==> src/rtl/core/rrs_pkg.sv <==
`timescale 1ns / 1ps
`default_nettype none

package rrs_pkg;

  localparam int OP_W    = 2;
  localparam int ID_W    = 8;
  localparam int SLOT_W  = 4;
  localparam int ENTRY_W = 32;

  localparam logic RES_OK   = 1'b0;
  localparam logic RES_FAIL = 1'b1;

  typedef enum logic [1:0] {
    SS_FREE    = 2'd0,
    SS_READY   = 2'd1,
    SS_RUNNING = 2'd2
  } slot_state_e;

  typedef enum logic [1:0] {
    OP_CREATE   = 2'd0,
    OP_EXIT     = 2'd1,
    OP_SCHEDULE = 2'd2
  } opcode_e;

  typedef enum logic [3:0] {
    ST_IDLE,
    ST_CREATE,
    ST_IGNORE,
    ST_EXIT_RD,
    ST_EXIT_CHK,
    ST_SCAN,
    ST_DEMOTE_RD,
    ST_DEMOTE_CHK,
    ST_PROMOTE,
    ST_ENTRY
  } sched_state_e;

endpackage

`default_nettype wire

==> src/rtl/core/round_robin_slot_scheduler.sv <==
`timescale 1ns / 1ps
`default_nettype none

// Round-robin task-slot scheduler. Pulse start while busy is low to issue one command
// (create, exit or schedule); exactly one result beat follows on done_o, held for a single
// cycle, and it cannot be stalled. A sequencer walks the slot-state memory through its one read
// port, one slot per cycle, with a shared wrap-increment and state-compare unit. Create writes
// the state and entry memories together; exit reads the slot state, then checks and frees it;
// schedule scans the state memory, then demotes the running slot, promotes the found slot and
// reads its entry address. The state memory needs no clearing pass: slots are handed out in
// order, so the fresh-slot count marks which entries have ever been written.
module round_robin_slot_scheduler #(
  parameter int SLOTS = 16
) (
  input  wire logic        clk_i,
  input  wire logic        rst_ni,
  input  wire logic        start,
  output logic             busy,
  input  wire logic [1:0]  opcode_i,
  input  wire logic [7:0]  slot_id_i,
  input  wire logic [31:0] entry_address_i,
  output logic             done_o,
  output logic             status_o,
  output logic [3:0]       chosen_slot_o,
  output logic [31:0]      chosen_entry_o
);

  import rrs_pkg::*;

  localparam int IDX_W = $clog2(SLOTS);
  localparam int CNT_W = $clog2(SLOTS + 1);
  localparam logic [CNT_W-1:0] SLOTS_CNT = CNT_W'(SLOTS);
  localparam logic [ID_W:0]    SLOTS_ID  = (ID_W + 1)'(SLOTS);

  sched_state_e state_q, state_d;

  logic [ID_W-1:0]    id_q, id_d;
  logic [ENTRY_W-1:0] entry_in_q, entry_in_d;
  logic [CNT_W-1:0]   fresh_q, fresh_d;
  logic               cur_valid_q, cur_valid_d;
  logic [IDX_W-1:0]   cur_q, cur_d;
  logic [IDX_W-1:0]   scan_addr_q, scan_addr_d;
  logic [CNT_W-1:0]   issue_cnt_q, issue_cnt_d;
  logic               chk_pend_q, chk_pend_d;
  logic [IDX_W-1:0]   chk_idx_q, chk_idx_d;
  logic [IDX_W-1:0]   found_q, found_d;
  logic               done_q, done_d;
  logic               status_q, status_d;
  logic [SLOT_W-1:0]  slot_q, slot_d;
  logic [ENTRY_W-1:0] entry_q, entry_d;

  logic accept;
  logic id_in_range;
  logic scan_found;
  logic scan_none;

  logic               st_we;
  logic [IDX_W-1:0]   st_waddr;
  slot_state_e        st_wdata;
  logic [IDX_W-1:0]   st_raddr;
  logic [1:0]         st_rdata;
  logic               en_we;
  logic [ENTRY_W-1:0] en_rdata;

  logic [IDX_W-1:0] step_idx;
  logic [IDX_W-1:0] step_chk_idx;
  logic [IDX_W-1:0] step_next;
  logic             step_used;
  logic             step_ready;
  logic             step_running;

  assign busy        = (state_q != ST_IDLE);
  assign accept      = start && !busy;
  assign id_in_range = {1'b0, id_q} < SLOTS_ID;
  assign scan_found  = chk_pend_q && step_ready;
  assign scan_none   = !chk_pend_q && (issue_cnt_q == SLOTS_CNT);

  rrs_ram #(
    .WIDTH (2),
    .DEPTH (SLOTS)
  ) u_state_ram (
    .clk_i   (clk_i),
    .we_i    (st_we),
    .waddr_i (st_waddr),
    .wdata_i (st_wdata),
    .raddr_i (st_raddr),
    .rdata_o (st_rdata)
  );

  rrs_ram #(
    .WIDTH (ENTRY_W),
    .DEPTH (SLOTS)
  ) u_entry_ram (
    .clk_i   (clk_i),
    .we_i    (en_we),
    .waddr_i (fresh_q[IDX_W-1:0]),
    .wdata_i (entry_in_q),
    .raddr_i (found_q),
    .rdata_o (en_rdata)
  );

  rrs_step #(
    .SLOTS (SLOTS)
  ) u_step (
    .idx_i     (step_idx),
    .chk_idx_i (step_chk_idx),
    .fresh_i   (fresh_q),
    .status_i  (slot_state_e'(st_rdata)),
    .next_o    (step_next),
    .used_o    (step_used),
    .ready_o   (step_ready),
    .running_o (step_running)
  );

  always_comb begin
    state_d = state_q;
    case (state_q)
      ST_IDLE: begin
        if (accept) begin
          case (opcode_e'(opcode_i))
            OP_CREATE:   state_d = ST_CREATE;
            OP_EXIT:     state_d = ST_EXIT_RD;
            OP_SCHEDULE: state_d = ST_SCAN;
            default:     state_d = ST_IGNORE;
          endcase
        end
      end
      ST_CREATE:     state_d = ST_IDLE;
      ST_IGNORE:     state_d = ST_IDLE;
      ST_EXIT_RD:    state_d = id_in_range ? ST_EXIT_CHK : ST_IDLE;
      ST_EXIT_CHK:   state_d = ST_IDLE;
      ST_SCAN: begin
        if (scan_found) begin
          state_d = ST_DEMOTE_RD;
        end else if (scan_none) begin
          state_d = ST_IDLE;
        end
      end
      ST_DEMOTE_RD:  state_d = cur_valid_q ? ST_DEMOTE_CHK : ST_PROMOTE;
      ST_DEMOTE_CHK: state_d = ST_PROMOTE;
      ST_PROMOTE:    state_d = ST_ENTRY;
      ST_ENTRY:      state_d = ST_IDLE;
      default:       state_d = ST_IDLE;
    endcase
  end

  always_comb begin
    id_d         = id_q;
    entry_in_d   = entry_in_q;
    fresh_d      = fresh_q;
    cur_valid_d  = cur_valid_q;
    cur_d        = cur_q;
    scan_addr_d  = scan_addr_q;
    issue_cnt_d  = issue_cnt_q;
    chk_pend_d   = chk_pend_q;
    chk_idx_d    = chk_idx_q;
    found_d      = found_q;
    done_d       = 1'b0;
    status_d     = status_q;
    slot_d       = slot_q;
    entry_d      = entry_q;
    st_we        = 1'b0;
    st_waddr     = found_q;
    st_wdata     = SS_RUNNING;
    st_raddr     = scan_addr_q;
    en_we        = 1'b0;
    step_idx     = scan_addr_q;
    step_chk_idx = chk_idx_q;

    case (state_q)
      ST_IDLE: begin
        step_idx = cur_q;
        if (accept) begin
          id_d        = slot_id_i;
          entry_in_d  = entry_address_i;
          scan_addr_d = cur_valid_q ? step_next : '0;
          issue_cnt_d = '0;
          chk_pend_d  = 1'b0;
        end
      end
      ST_CREATE: begin
        done_d   = 1'b1;
        status_d = RES_FAIL;
        slot_d   = '0;
        entry_d  = '0;
        if (fresh_q < SLOTS_CNT) begin
          st_we    = 1'b1;
          st_waddr = fresh_q[IDX_W-1:0];
          st_wdata = SS_READY;
          en_we    = 1'b1;
          fresh_d  = fresh_q + CNT_W'(1);
          status_d = RES_OK;
          slot_d   = SLOT_W'(fresh_q);
        end
      end
      ST_IGNORE: begin
        done_d   = 1'b1;
        status_d = RES_FAIL;
        slot_d   = '0;
        entry_d  = '0;
      end
      ST_EXIT_RD: begin
        st_raddr = id_q[IDX_W-1:0];
        if (!id_in_range) begin
          done_d   = 1'b1;
          status_d = RES_FAIL;
          slot_d   = '0;
          entry_d  = '0;
        end
      end
      ST_EXIT_CHK: begin
        step_chk_idx = id_q[IDX_W-1:0];
        done_d       = 1'b1;
        status_d     = RES_FAIL;
        slot_d       = '0;
        entry_d      = '0;
        if (step_used) begin
          st_we    = 1'b1;
          st_waddr = id_q[IDX_W-1:0];
          st_wdata = SS_FREE;
          status_d = RES_OK;
        end
      end
      ST_SCAN: begin
        // issue one slot per cycle; check the one issued in the previous cycle
        if (issue_cnt_q != SLOTS_CNT) begin
          scan_addr_d = step_next;
          issue_cnt_d = issue_cnt_q + CNT_W'(1);
          chk_pend_d  = 1'b1;
          chk_idx_d   = scan_addr_q;
        end else begin
          chk_pend_d  = 1'b0;
        end
        if (scan_found) begin
          found_d = chk_idx_q;
        end else if (scan_none) begin
          done_d   = 1'b1;
          status_d = RES_FAIL;
          slot_d   = '0;
          entry_d  = '0;
        end
      end
      ST_DEMOTE_RD: begin
        st_raddr = cur_q;
      end
      ST_DEMOTE_CHK: begin
        step_chk_idx = cur_q;
        if (step_running) begin
          st_we    = 1'b1;
          st_waddr = cur_q;
          st_wdata = SS_READY;
        end
      end
      ST_PROMOTE: begin
        st_we       = 1'b1;
        st_waddr    = found_q;
        st_wdata    = SS_RUNNING;
        cur_valid_d = 1'b1;
        cur_d       = found_q;
      end
      ST_ENTRY: begin
        done_d   = 1'b1;
        status_d = RES_OK;
        slot_d   = SLOT_W'(found_q);
        entry_d  = en_rdata;
      end
      default: begin
        done_d = 1'b0;
      end
    endcase
  end

  always_ff @(posedge clk_i or negedge rst_ni) begin
    if (!rst_ni) begin
      state_q     <= ST_IDLE;
      fresh_q     <= '0;
      cur_valid_q <= 1'b0;
      cur_q       <= '0;
      chk_pend_q  <= 1'b0;
      issue_cnt_q <= '0;
      done_q      <= 1'b0;
    end else begin
      state_q     <= state_d;
      fresh_q     <= fresh_d;
      cur_valid_q <= cur_valid_d;
      cur_q       <= cur_d;
      chk_pend_q  <= chk_pend_d;
      issue_cnt_q <= issue_cnt_d;
      done_q      <= done_d;
    end
  end

  always_ff @(posedge clk_i) begin
    id_q        <= id_d;
    entry_in_q  <= entry_in_d;
    scan_addr_q <= scan_addr_d;
    chk_idx_q   <= chk_idx_d;
    found_q     <= found_d;
    status_q    <= status_d;
    slot_q      <= slot_d;
    entry_q     <= entry_d;
  end

  assign done_o         = done_q;
  assign status_o       = status_q;
  assign chosen_slot_o  = slot_q;
  assign chosen_entry_o = entry_q;

  a_done_when_idle: assert property (@(posedge clk_i) disable iff (!rst_ni)
    done_q |-> (state_q == ST_IDLE))
    else $error("result beat while sequencer busy");

  a_fail_is_zero: assert property (@(posedge clk_i) disable iff (!rst_ni)
    (done_o && status_o == RES_FAIL) |-> (chosen_slot_o == '0 && chosen_entry_o == '0))
    else $error("failed beat carries non-zero payload");

  a_fresh_bound: assert property (@(posedge clk_i) disable iff (!rst_ni)
    1'b1 |-> (fresh_q <= SLOTS_CNT))
    else $error("fresh slot count past table size");

  a_accept_busy: assert property (@(posedge clk_i) disable iff (!rst_ni)
    accept |=> busy)
    else $error("accepted command did not raise busy");

  a_cur_sticky: assert property (@(posedge clk_i) disable iff (!rst_ni)
    cur_valid_q |=> cur_valid_q)
    else $error("current task flag dropped");

endmodule

`default_nettype wire

==> src/rtl/core/rrs_ram.sv <==
`timescale 1ns / 1ps
`default_nettype none

module rrs_ram #(
  parameter int WIDTH = 8,
  parameter int DEPTH = 16,
  localparam int AW = (DEPTH > 1) ? $clog2(DEPTH) : 1
) (
  input  wire logic             clk_i,
  input  wire logic             we_i,
  input  wire logic [AW-1:0]    waddr_i,
  input  wire logic [WIDTH-1:0] wdata_i,
  input  wire logic [AW-1:0]    raddr_i,
  output logic      [WIDTH-1:0] rdata_o
);

  logic [WIDTH-1:0] mem_q [DEPTH];
  logic [WIDTH-1:0] rdata_q;

  always_ff @(posedge clk_i) begin
    if (we_i) begin
      mem_q[waddr_i] <= wdata_i;
    end
    rdata_q <= mem_q[raddr_i];
  end

  assign rdata_o = rdata_q;

endmodule

`default_nettype wire

==> src/rtl/core/rrs_step.sv <==
`timescale 1ns / 1ps
`default_nettype none

module rrs_step #(
  parameter int SLOTS = 16,
  localparam int IDX_W = $clog2(SLOTS),
  localparam int CNT_W = $clog2(SLOTS + 1)
) (
  input  wire logic [IDX_W-1:0]   idx_i,
  input  wire logic [IDX_W-1:0]   chk_idx_i,
  input  wire logic [CNT_W-1:0]   fresh_i,
  input  rrs_pkg::slot_state_e    status_i,
  output logic      [IDX_W-1:0]   next_o,
  output logic                    used_o,
  output logic                    ready_o,
  output logic                    running_o
);

  import rrs_pkg::*;

  localparam logic [IDX_W-1:0] LAST = IDX_W'(SLOTS - 1);

  logic handed_out;

  // slots at or beyond the fresh count were never created and read as free
  assign handed_out = CNT_W'(chk_idx_i) < fresh_i;

  assign next_o    = (idx_i == LAST) ? '0 : idx_i + IDX_W'(1);
  assign used_o    = handed_out && (status_i != SS_FREE);
  assign ready_o   = handed_out && (status_i == SS_READY);
  assign running_o = handed_out && (status_i == SS_RUNNING);

endmodule

`default_nettype wire
==> config.mk <==
export PLATFORM = sky130hd
export DESIGN_NAME = round_robin_slot_scheduler
export DESIGN_NICKNAME = d
export VERILOG_FILES = /design/src/rtl/core/rrs_pkg.sv /design/src/rtl/core/round_robin_slot_scheduler.sv /design/src/rtl/core/rrs_ram.sv /design/src/rtl/core/rrs_step.sv
export SDC_FILE = /design/constraint.sdc
export NUM_CORES = 1
export LEC_CHECK = 0
export BUFFER_PORTS_ARGS = -buffer_cell sky130_fd_sc_hd__buf_2
export CORE_MARGIN = 4
export CORE_UTILIZATION = 45
export CTS_BUF_LIST = sky130_fd_sc_hd__clkbuf_16
export DETAILED_ROUTE_END_ITERATION = 8
export HOLD_SLACK_MARGIN = 0.15
export SLEW_MARGIN = 25
export SYNTH_ARGS = -nofsm -noshare
export SYNTH_HDL_FRONTEND = slang
export SYNTH_SLANG_ARGS = --single-unit
==> constraint.sdc <==
create_clock -name clk_i -period 8.2 [get_ports clk_i]
set_input_delay 0.82 -clock clk_i [delete_from_list [all_inputs] [get_ports clk_i]]
set_output_delay 0.82 -clock clk_i [all_outputs]
set_load 0.005 [all_outputs]
Word-level counts from Yosys, hierarchy flattened
Memories as Yosys holds them, arrays and structs flattened. A register that Yosys moved wholly into a read port is not among the register bits.
Index checks and enable logic that the tools add are counted.

cells by class
  reductions and logical operators = 29
  shift operators = 0
  bitwise logic cells = 0
  multipliers = 0
  div/mod/pow operators = 0
  $add $sub $neg = 3
  eq/ne operators = 22
  multiplexer cells = 56
  order comparisons = 3

operator list
  kind                                                                   number
  32-bit one-hot mux with 4 select lines                                 1
  32-bit 2-to-1 mux                                                      3
  4-bit 2-to-1 mux                                                       15
  4-bit one-hot mux with 2 select lines                                  3
  4-bit one-hot mux with 6 select lines                                  1
  4-bit one-hot mux with 5 select lines                                  1
  1-bit 2-to-1 mux                                                       18
  4-bit by 3-bit == test with 1-bit output (second input constant)       4
  4-bit == test (second input constant)                                  3
  4-bit one-hot mux with 3 select lines                                  1
  2-bit AND reduction                                                    6
  4-bit AND reduction                                                    3
  5-bit by 1-bit adder with 5-bit output (second input constant)         2
  5-bit 2-to-1 mux                                                       2
  2-bit inequality test (second input constant)                          5
  5-bit one-hot mux with 2 select lines                                  1
  3-bit one-hot mux with 3 select lines                                  1
  4-bit by 2-bit == test with 1-bit output (second input constant)       2
  8-bit by 5-bit < comparator with 1-bit output (second input constant)  1
  4-bit nonzero test                                                     2
  1-bit logical AND                                                      6
  2-bit 2-to-1 mux                                                       3
  1-bit one-hot mux with 6 select lines                                  1
  2-bit one-hot mux with 3 select lines                                  1
  23 further kinds                                                       27

word-level totals
  RAM bits = 544
  bits in latches = 0
  input port bits = 45
  logic and storage cells = 130
  output and inout port bits = 39
  bits in read-only memories = 0
  memories = 2
  flip-flop bits (word level) = 110

memories
  memory             words  bits a word  rd ports  clocked after Yosys merged registers in  write ports  line           RTL
  u_entry_ram.mem_q  16     32           1         1                                        1            rrs_ram.sv:17  logic [WIDTH-1:0] mem_q [DEPTH];
  u_state_ram.mem_q  16     2            1         1                                        1            rrs_ram.sv:17

Longest topological paths before layout
  depth after elaboration = 8
  mapped depth = 15
  depth with buffers taken out = 12

Modules after synthesis
Synthesis repeated with hierarchy kept, for this count alone.

unflattened totals
  cell total of the unflattened synthesis = 1258
  area, all modules = 25948.6 µm²

by module, submodules not included
  module                      cells each  sequential area each (µm²)  instances  area each (µm²)
  rrs_ram at u_entry_ram      838         16015.4                     1          19835.3
  round_robin_slot_scheduler  316         3198.1                      1          4549.4
  rrs_ram at u_state_ram      78          1001.0                      1          1380.1
  rrs_step                    26          0.0                         1          183.9

Least setup slack after synthesis
No wires, ideal clock.

  path type = reg2reg
  start point = register state_q[0]
  end point = memory u_entry_ram.mem_q[3][0] (netlist bit) (enable)
  data required time = 7.739 ns
  path slack = 4.062 ns
  buffers on the path = 2
  library setup time = 0.461 ns
  period minus slack after synthesis = 4.138 ns
  arrival = 3.677 ns
  stages on the path, launching flop included = 7
  cells stage by stage = dfrtp_1 -> buf_4 -> buf_4 -> nor3b_4 -> nor3b_4 -> nand2_1 -> nor3_1

between the ends
  word-level cells in the longest chain between the ends = 4

ends and longest elaborated chain
  item                                      line                               RTL
  start, declared                           round_robin_slot_scheduler.sv:35   sched_state_e state_q, state_d;
  start signal, assigned                    round_robin_slot_scheduler.sv:283  state_q <= state_d;
  4-bit by 1-bit == test with 1-bit output  round_robin_slot_scheduler.sv:170  case (state_q)
  1-bit 2-to-1 mux                          round_robin_slot_scheduler.sv:170
  1-bit 2-to-1 mux                          rrs_ram.sv:21                      if (we_i) begin
  1-bit 2-to-1 mux (implied by the code)    rrs_ram.sv:22                      mem_q[waddr_i] <= wdata_i;
  end, declared                             rrs_ram.sv:17

Every way passes these cells.

Worst setup path after layout
  start point = register state_q[2]
  end point = memory u_state_ram.mem_q[128][0] (netlist: u_state_ram.mem_q[8][0]) (enable)

between the ends
  word-level cells in the longest chain between the ends = 8
  elaborated cells between the ends (all ways) = 16
  classes of those cells = order compare (1); eq/ne (4); mux (9); reduce/logical (2)

ends and longest elaborated chain
  item                                           line                                                                  RTL
  4-bit by 3-bit == test with 1-bit output       round_robin_slot_scheduler.sv:170
  4-bit one-hot mux with 2 select lines          round_robin_slot_scheduler.sv:170
  4-bit by 5-bit < comparator with 1-bit output  rrs_step.sv:26                                                        assign handed_out = CNT_W'(chk_idx_i) < fresh_i;
  1-bit logical AND (on tied branches)           rrs_step.sv:31, rrs_step.sv:29
  1-bit 2-to-1 mux (on tied branches)            round_robin_slot_scheduler.sv:248, round_robin_slot_scheduler.sv:217
  1-bit one-hot mux with 4 select lines          round_robin_slot_scheduler.sv:170
  1-bit 2-to-1 mux                               rrs_ram.sv:21
  1-bit 2-to-1 mux (implied by the code)         rrs_ram.sv:22
  end, declared                                  rrs_ram.sv:17

Several ways; a longest one is shown, not always the timed one.

==> metrics.md <==
| Metric | Value |
|---|---|
| Share of power burned in combinational logic | approximately an eighth |
| CP arrival | 5000 ps |
| Core area | 57900 µm² |
| Die Ht | around 250 µm |
| Share of synthesized registers carrying an async set or reset | approximately 3.1% |
| Commonest cells after routing, fill and taps aside | 633 x sky130_fd_sc_hd__edfxtp_1, 160 x sky130_fd_sc_hd__mux4_2, 83 x sky130_fd_sc_hd__buf_2 |
| Reported max-cap violation count | 0 |
| Relative slew slack | 29.6% |
| Via density per instance | 5.71 |
| Cell Pwr Density | approximately 290 nW/µm² |
| Count of final max-slew check failures | 0 |
| Number of hold-slack violations in the final timing report | 0 |
| Unrepaired setup endpoints after global routing | no |
| Setup fix buffers added after clock tree synthesis | 0 |
| Shortest period the worst path allows | 4760 ps |
| Net total in the final layout | 1435 |
| Clock network power share | around a third |
| Post-synthesis register bit count | 688 |
| Iteration count of the initial detailed-routing pass | 7 |
| Most frequently used flop master after synthesis | sky130_fd_sc_hd__edfxtp_1 |
| Net switching power of the design | 2310 µW |
| Post-placement cell area | ~28000 µm² |
| Proportion of total power due to net switching | 26.4% |
| Layout overhead on the synthesized area | 13.8% |
| Nature of the critical path startpoint | flip-flop |
| WP data required | 8430 ps |
| Drt total wl | 55100 µm |
| Worst-path fanout max | 28 |
| Internal Power | 6440 µW |
| Final RePlAce weighted congestion | ~0.9 |
| Layout cell share with drive strength beyond 1 | between 20% and 30% |
| Fmax achieved | approximately 210 MHz |
| Ratio of final minimum period to clock period | 58.1% |
| Final total negative setup slack | 0 ps |
| Top-level I/O count | 84 |
| Combined global-route utilization of all metal layers | 17.7% |
| Area enclosed by the die boundary | 62600 µm² |
| Sequential cell area fraction in the yosys report | between 70 and 80% |
| Number of buffers inserted during clock tree synthesis | 71 |
| Routed wire length per instance | 25.0 µm |
| I/O Buffers | 83 |
| Global-route wire length before repair | ~84000 µm |
| Number of instances in the synthesized netlist | 1262 |
| Maximum buffer depth of the clock tree | 3 |
| Syn avg cell area | 20.9 µm² |
| Most frequent standard cell in the layout excluding fill and tap cells | sky130_fd_sc_hd__edfxtp_1 |
| Leakage | between 0.009 and 0.01 µW |
| CTS tree | built |
| Worst IR drop on VDD | 290 µV |
| Total number of yosys warnings | 0 |
| Post-synth net total | around 1300 |
| Via count | 12600 |
| Violation count after the first detailed-route iteration | 1075 |
| DRT antenna net count | 0 |
| Starting Density | 45.5% |
| Worst clock skew on the final layout | 17.6 ps |
| Final antenna diode count | 0 |
| Path type of the worst min-delay path | primary input to async pin |
| Slew @ Worst Pin | between 1000 and 1500 ps |
| Number of enable flip-flop cells after synthesis | around 630 |
| Crit path kind | flip-flop to flip-flop |
| Vias in the first global route | around 13000 |
| Number of setup violations in the final report | 0 |
| Relative contribution of sequential cells to total power | approximately 54% |
| Residual DRC count | 0 |
| Clk sinks | 688 |
| Hold Buf Count CTS | 0 |
| Clock insertion delay at the later pin of the skew report | 610 ps |
| Root cell of the clock tree | sky130_fd_sc_hd__clkbuf_16 |
| Post-cts sizing count | 0 |
| Yosys cell types | 69 |
| Die Width | approximately 250 µm |
| Core Rows | just under 90 |
| Cell Area, Synth | roughly 26000 µm² |
| Final Instance Area | 30000 µm² |
| Critical path capture point type | flip-flop |
| Overall overflow remaining after global route | 0 |
| DP HPWL | 30000 µm |
| Run status | completed |
| Number of levels in the clock H-tree | 3 |
| Number of antenna violations at the first check in global routing | 0 |
| Clock slew seen by the registers of the worst setup and hold paths | 60 ps |
| Largest net degree at the start of global routing | approximately 130 |
cell usage after synthesis, types with 4 or more instances:
| master | instances | area (µm²) |
|---|---|---|
| sky130_fd_sc_hd__edfxtp_1 | 633 | 19000 |
| sky130_fd_sc_hd__mux4_2 | 160 | 3600 |
| sky130_fd_sc_hd__nor2_1 | 38 | 143 |
| sky130_fd_sc_hd__nand2_1 | 36 | 135 |
| sky130_fd_sc_hd__and3_1 | 34 | 213 |
| sky130_fd_sc_hd__clkbuf_1 | 34 | 128 |
| sky130_fd_sc_hd__dfxtp_1 | 34 | 681 |
| sky130_fd_sc_hd__dfrtp_1 | 21 | 526 |
| sky130_fd_sc_hd__a21oi_1 | 19 | 95.1 |
| sky130_fd_sc_hd__a211oi_1 | 18 | 135 |
| sky130_fd_sc_hd__nor4_1 | 17 | 106 |
| sky130_fd_sc_hd__buf_2 | 16 | 80.1 |
| sky130_fd_sc_hd__inv_1 | 15 | 56.3 |
| sky130_fd_sc_hd__o21ai_0 | 12 | 60.1 |
| sky130_fd_sc_hd__buf_1 | 10 | 37.5 |
| sky130_fd_sc_hd__ha_1 | 10 | 125 |
| sky130_fd_sc_hd__nor3_1 | 9 | 45.0 |
| sky130_fd_sc_hd__a21boi_0 | 8 | 60.1 |
| sky130_fd_sc_hd__nand2b_1 | 7 | 43.8 |
| sky130_fd_sc_hd__nand3_1 | 7 | 35.0 |
| sky130_fd_sc_hd__o22ai_1 | 7 | 43.8 |
| sky130_fd_sc_hd__mux2i_1 | 6 | 60.1 |
| sky130_fd_sc_hd__nand3b_1 | 6 | 45.0 |
| sky130_fd_sc_hd__xnor2_1 | 6 | 52.6 |
| sky130_fd_sc_hd__a22o_1 | 5 | 43.8 |
| sky130_fd_sc_hd__nor2b_1 | 5 | 31.3 |
| sky130_fd_sc_hd__o32ai_1 | 5 | 43.8 |
| sky130_fd_sc_hd__buf_4 | 4 | 30.0 |
| sky130_fd_sc_hd__mux2_2 | 4 | 45.0 |
| sky130_fd_sc_hd__nand4_1 | 4 | 25.0 |
| sky130_fd_sc_hd__o21ai_1 | 4 | 20.0 |
| sky130_fd_sc_hd__o21bai_1 | 4 | 30.0 |
| sky130_fd_sc_hd__or3_1 | 4 | 25.0 |
critical path, cell delays in order (launching register included):
cell	delay (ps)
sky130_fd_sc_hd__dfrtp_1	1020
sky130_fd_sc_hd__nor2b_1	580
sky130_fd_sc_hd__nand2_1	190
sky130_fd_sc_hd__o22ai_1	170
sky130_fd_sc_hd__a21oi_1	100
sky130_fd_sc_hd__ha_1	340
sky130_fd_sc_hd__a211oi_1	320
sky130_fd_sc_hd__or3_1	200
sky130_fd_sc_hd__o2111ai_1	230
sky130_fd_sc_hd__nand2b_1	310
sky130_fd_sc_hd__a31o_2	330
sky130_fd_sc_hd__nor4b_1	590
cell type report:
cell class	count	area, µm²
Clock buffer	71	1780
Sequential cell	688	20200
Tap cell	765	957
Timing Repair Buffer	110	643
Clock inverter	57	404
Inverter	16	60.1
Fill cell	4621	27900
Multi-Input combinational cell	493	5950
power groups by stage:
stage	combinational, µW	clock [µW]	sequential (µW)
after floorplan	700	0	4630
final	1040	3000	4710
after global routing	1140	3230	4760
after detailed placement	1050	0	4790
after CTS	1060	3070	4710
after global placement	1030	0	4760
cell families (layout without fill, tap and decap cells):
kind of cell	Yosys count	after routing	share of synthesized area, %
muxes	170	170	14.1
buffers and inverters	81	254	1.31
adders and majority gates	10	10	0.474
DFF	688	688	76.6
AOI/OAI and AO/OA	118	118	3.26
xor gates and xnor gates	9	9	0.299
and+or+nand+nor	186	186	3.95
state kept, by name, indices dropped and copies added, names as in the netlist, 5 cells and up:
| name | cells |
|---|---|
| fresh_q | 5 |
| issue_cnt_q | 5 |
| u_state_ram.mem_q | 32 |
| u_entry_ram.mem_q | 512 |
| id_q | 8 |
| u_entry_ram.rdata_o | 32 |
| chosen_entry_o | 32 |
| entry_in_q | 32 |
path summary, 6_finish.rpt:
check / startpoint / to / slack (ps) / cells after the start
max: state_q[2]$_DFFE_PN0P_ / u_state_ram.mem_q[8][0]$_DFFE_PP_ / 3440 / 11
min reg2reg: cur_valid_q$_DFFE_PN0P_ / cur_valid_q$_DFFE_PN0P_ / 500 / 1
min: rst_ni / cur_valid_q$_DFFE_PN0P_ / 190 / 1
max in group asynchronous: rst_ni / state_q[3]$_DFFE_PN0P_ / 7600 / 1
max reg2reg: state_q[2]$_DFFE_PN0P_ / u_state_ram.mem_q[8][0]$_DFFE_PP_ / 3440 / 11
min in group clk_i: entry_address_i[18] / entry_in_q[18]$_DFFE_PP_ / 380 / 1
metal layers:
| layer | global-route usage (%) | vias to the layer above | part of all wire [%] | routed length [µm] |
|---|---|---|---|---|
| li1 | - | 5492 | - | - |
| met1 | 26.2 | 6646 | 45 | 24900 |
| met4 | 4.79 | 0 | 2.1 | 1180 |
| met5 | 0 | - | 0 | 0 |
| met2 | 27.7 | 344 | 48 | 26200 |
| met3 | 3.27 | 88 | 5.1 | 2820 |
stage by stage:
| step | utilization [%] | setup slack [ps] | power [µW] | cells | hold WS, ps |
|---|---|---|---|---|---|
| global placement | 48.0 | 3860 | 5800 | 2072 | 470 |
| floorplan | - | 4060 | 5330 | 1262 | 446 |
| detailed placement | 48.0 | 3520 | 5840 | 2072 | 476 |
| finish | 51.8 | 3440 | 8750 | 2200 | 193 |
| CTS | 51.8 | 3510 | 8840 | 2200 | 178 |
| global route | 51.8 | 3100 | 9140 | 2200 | 213 |
(Power assumes the default switching activity.)
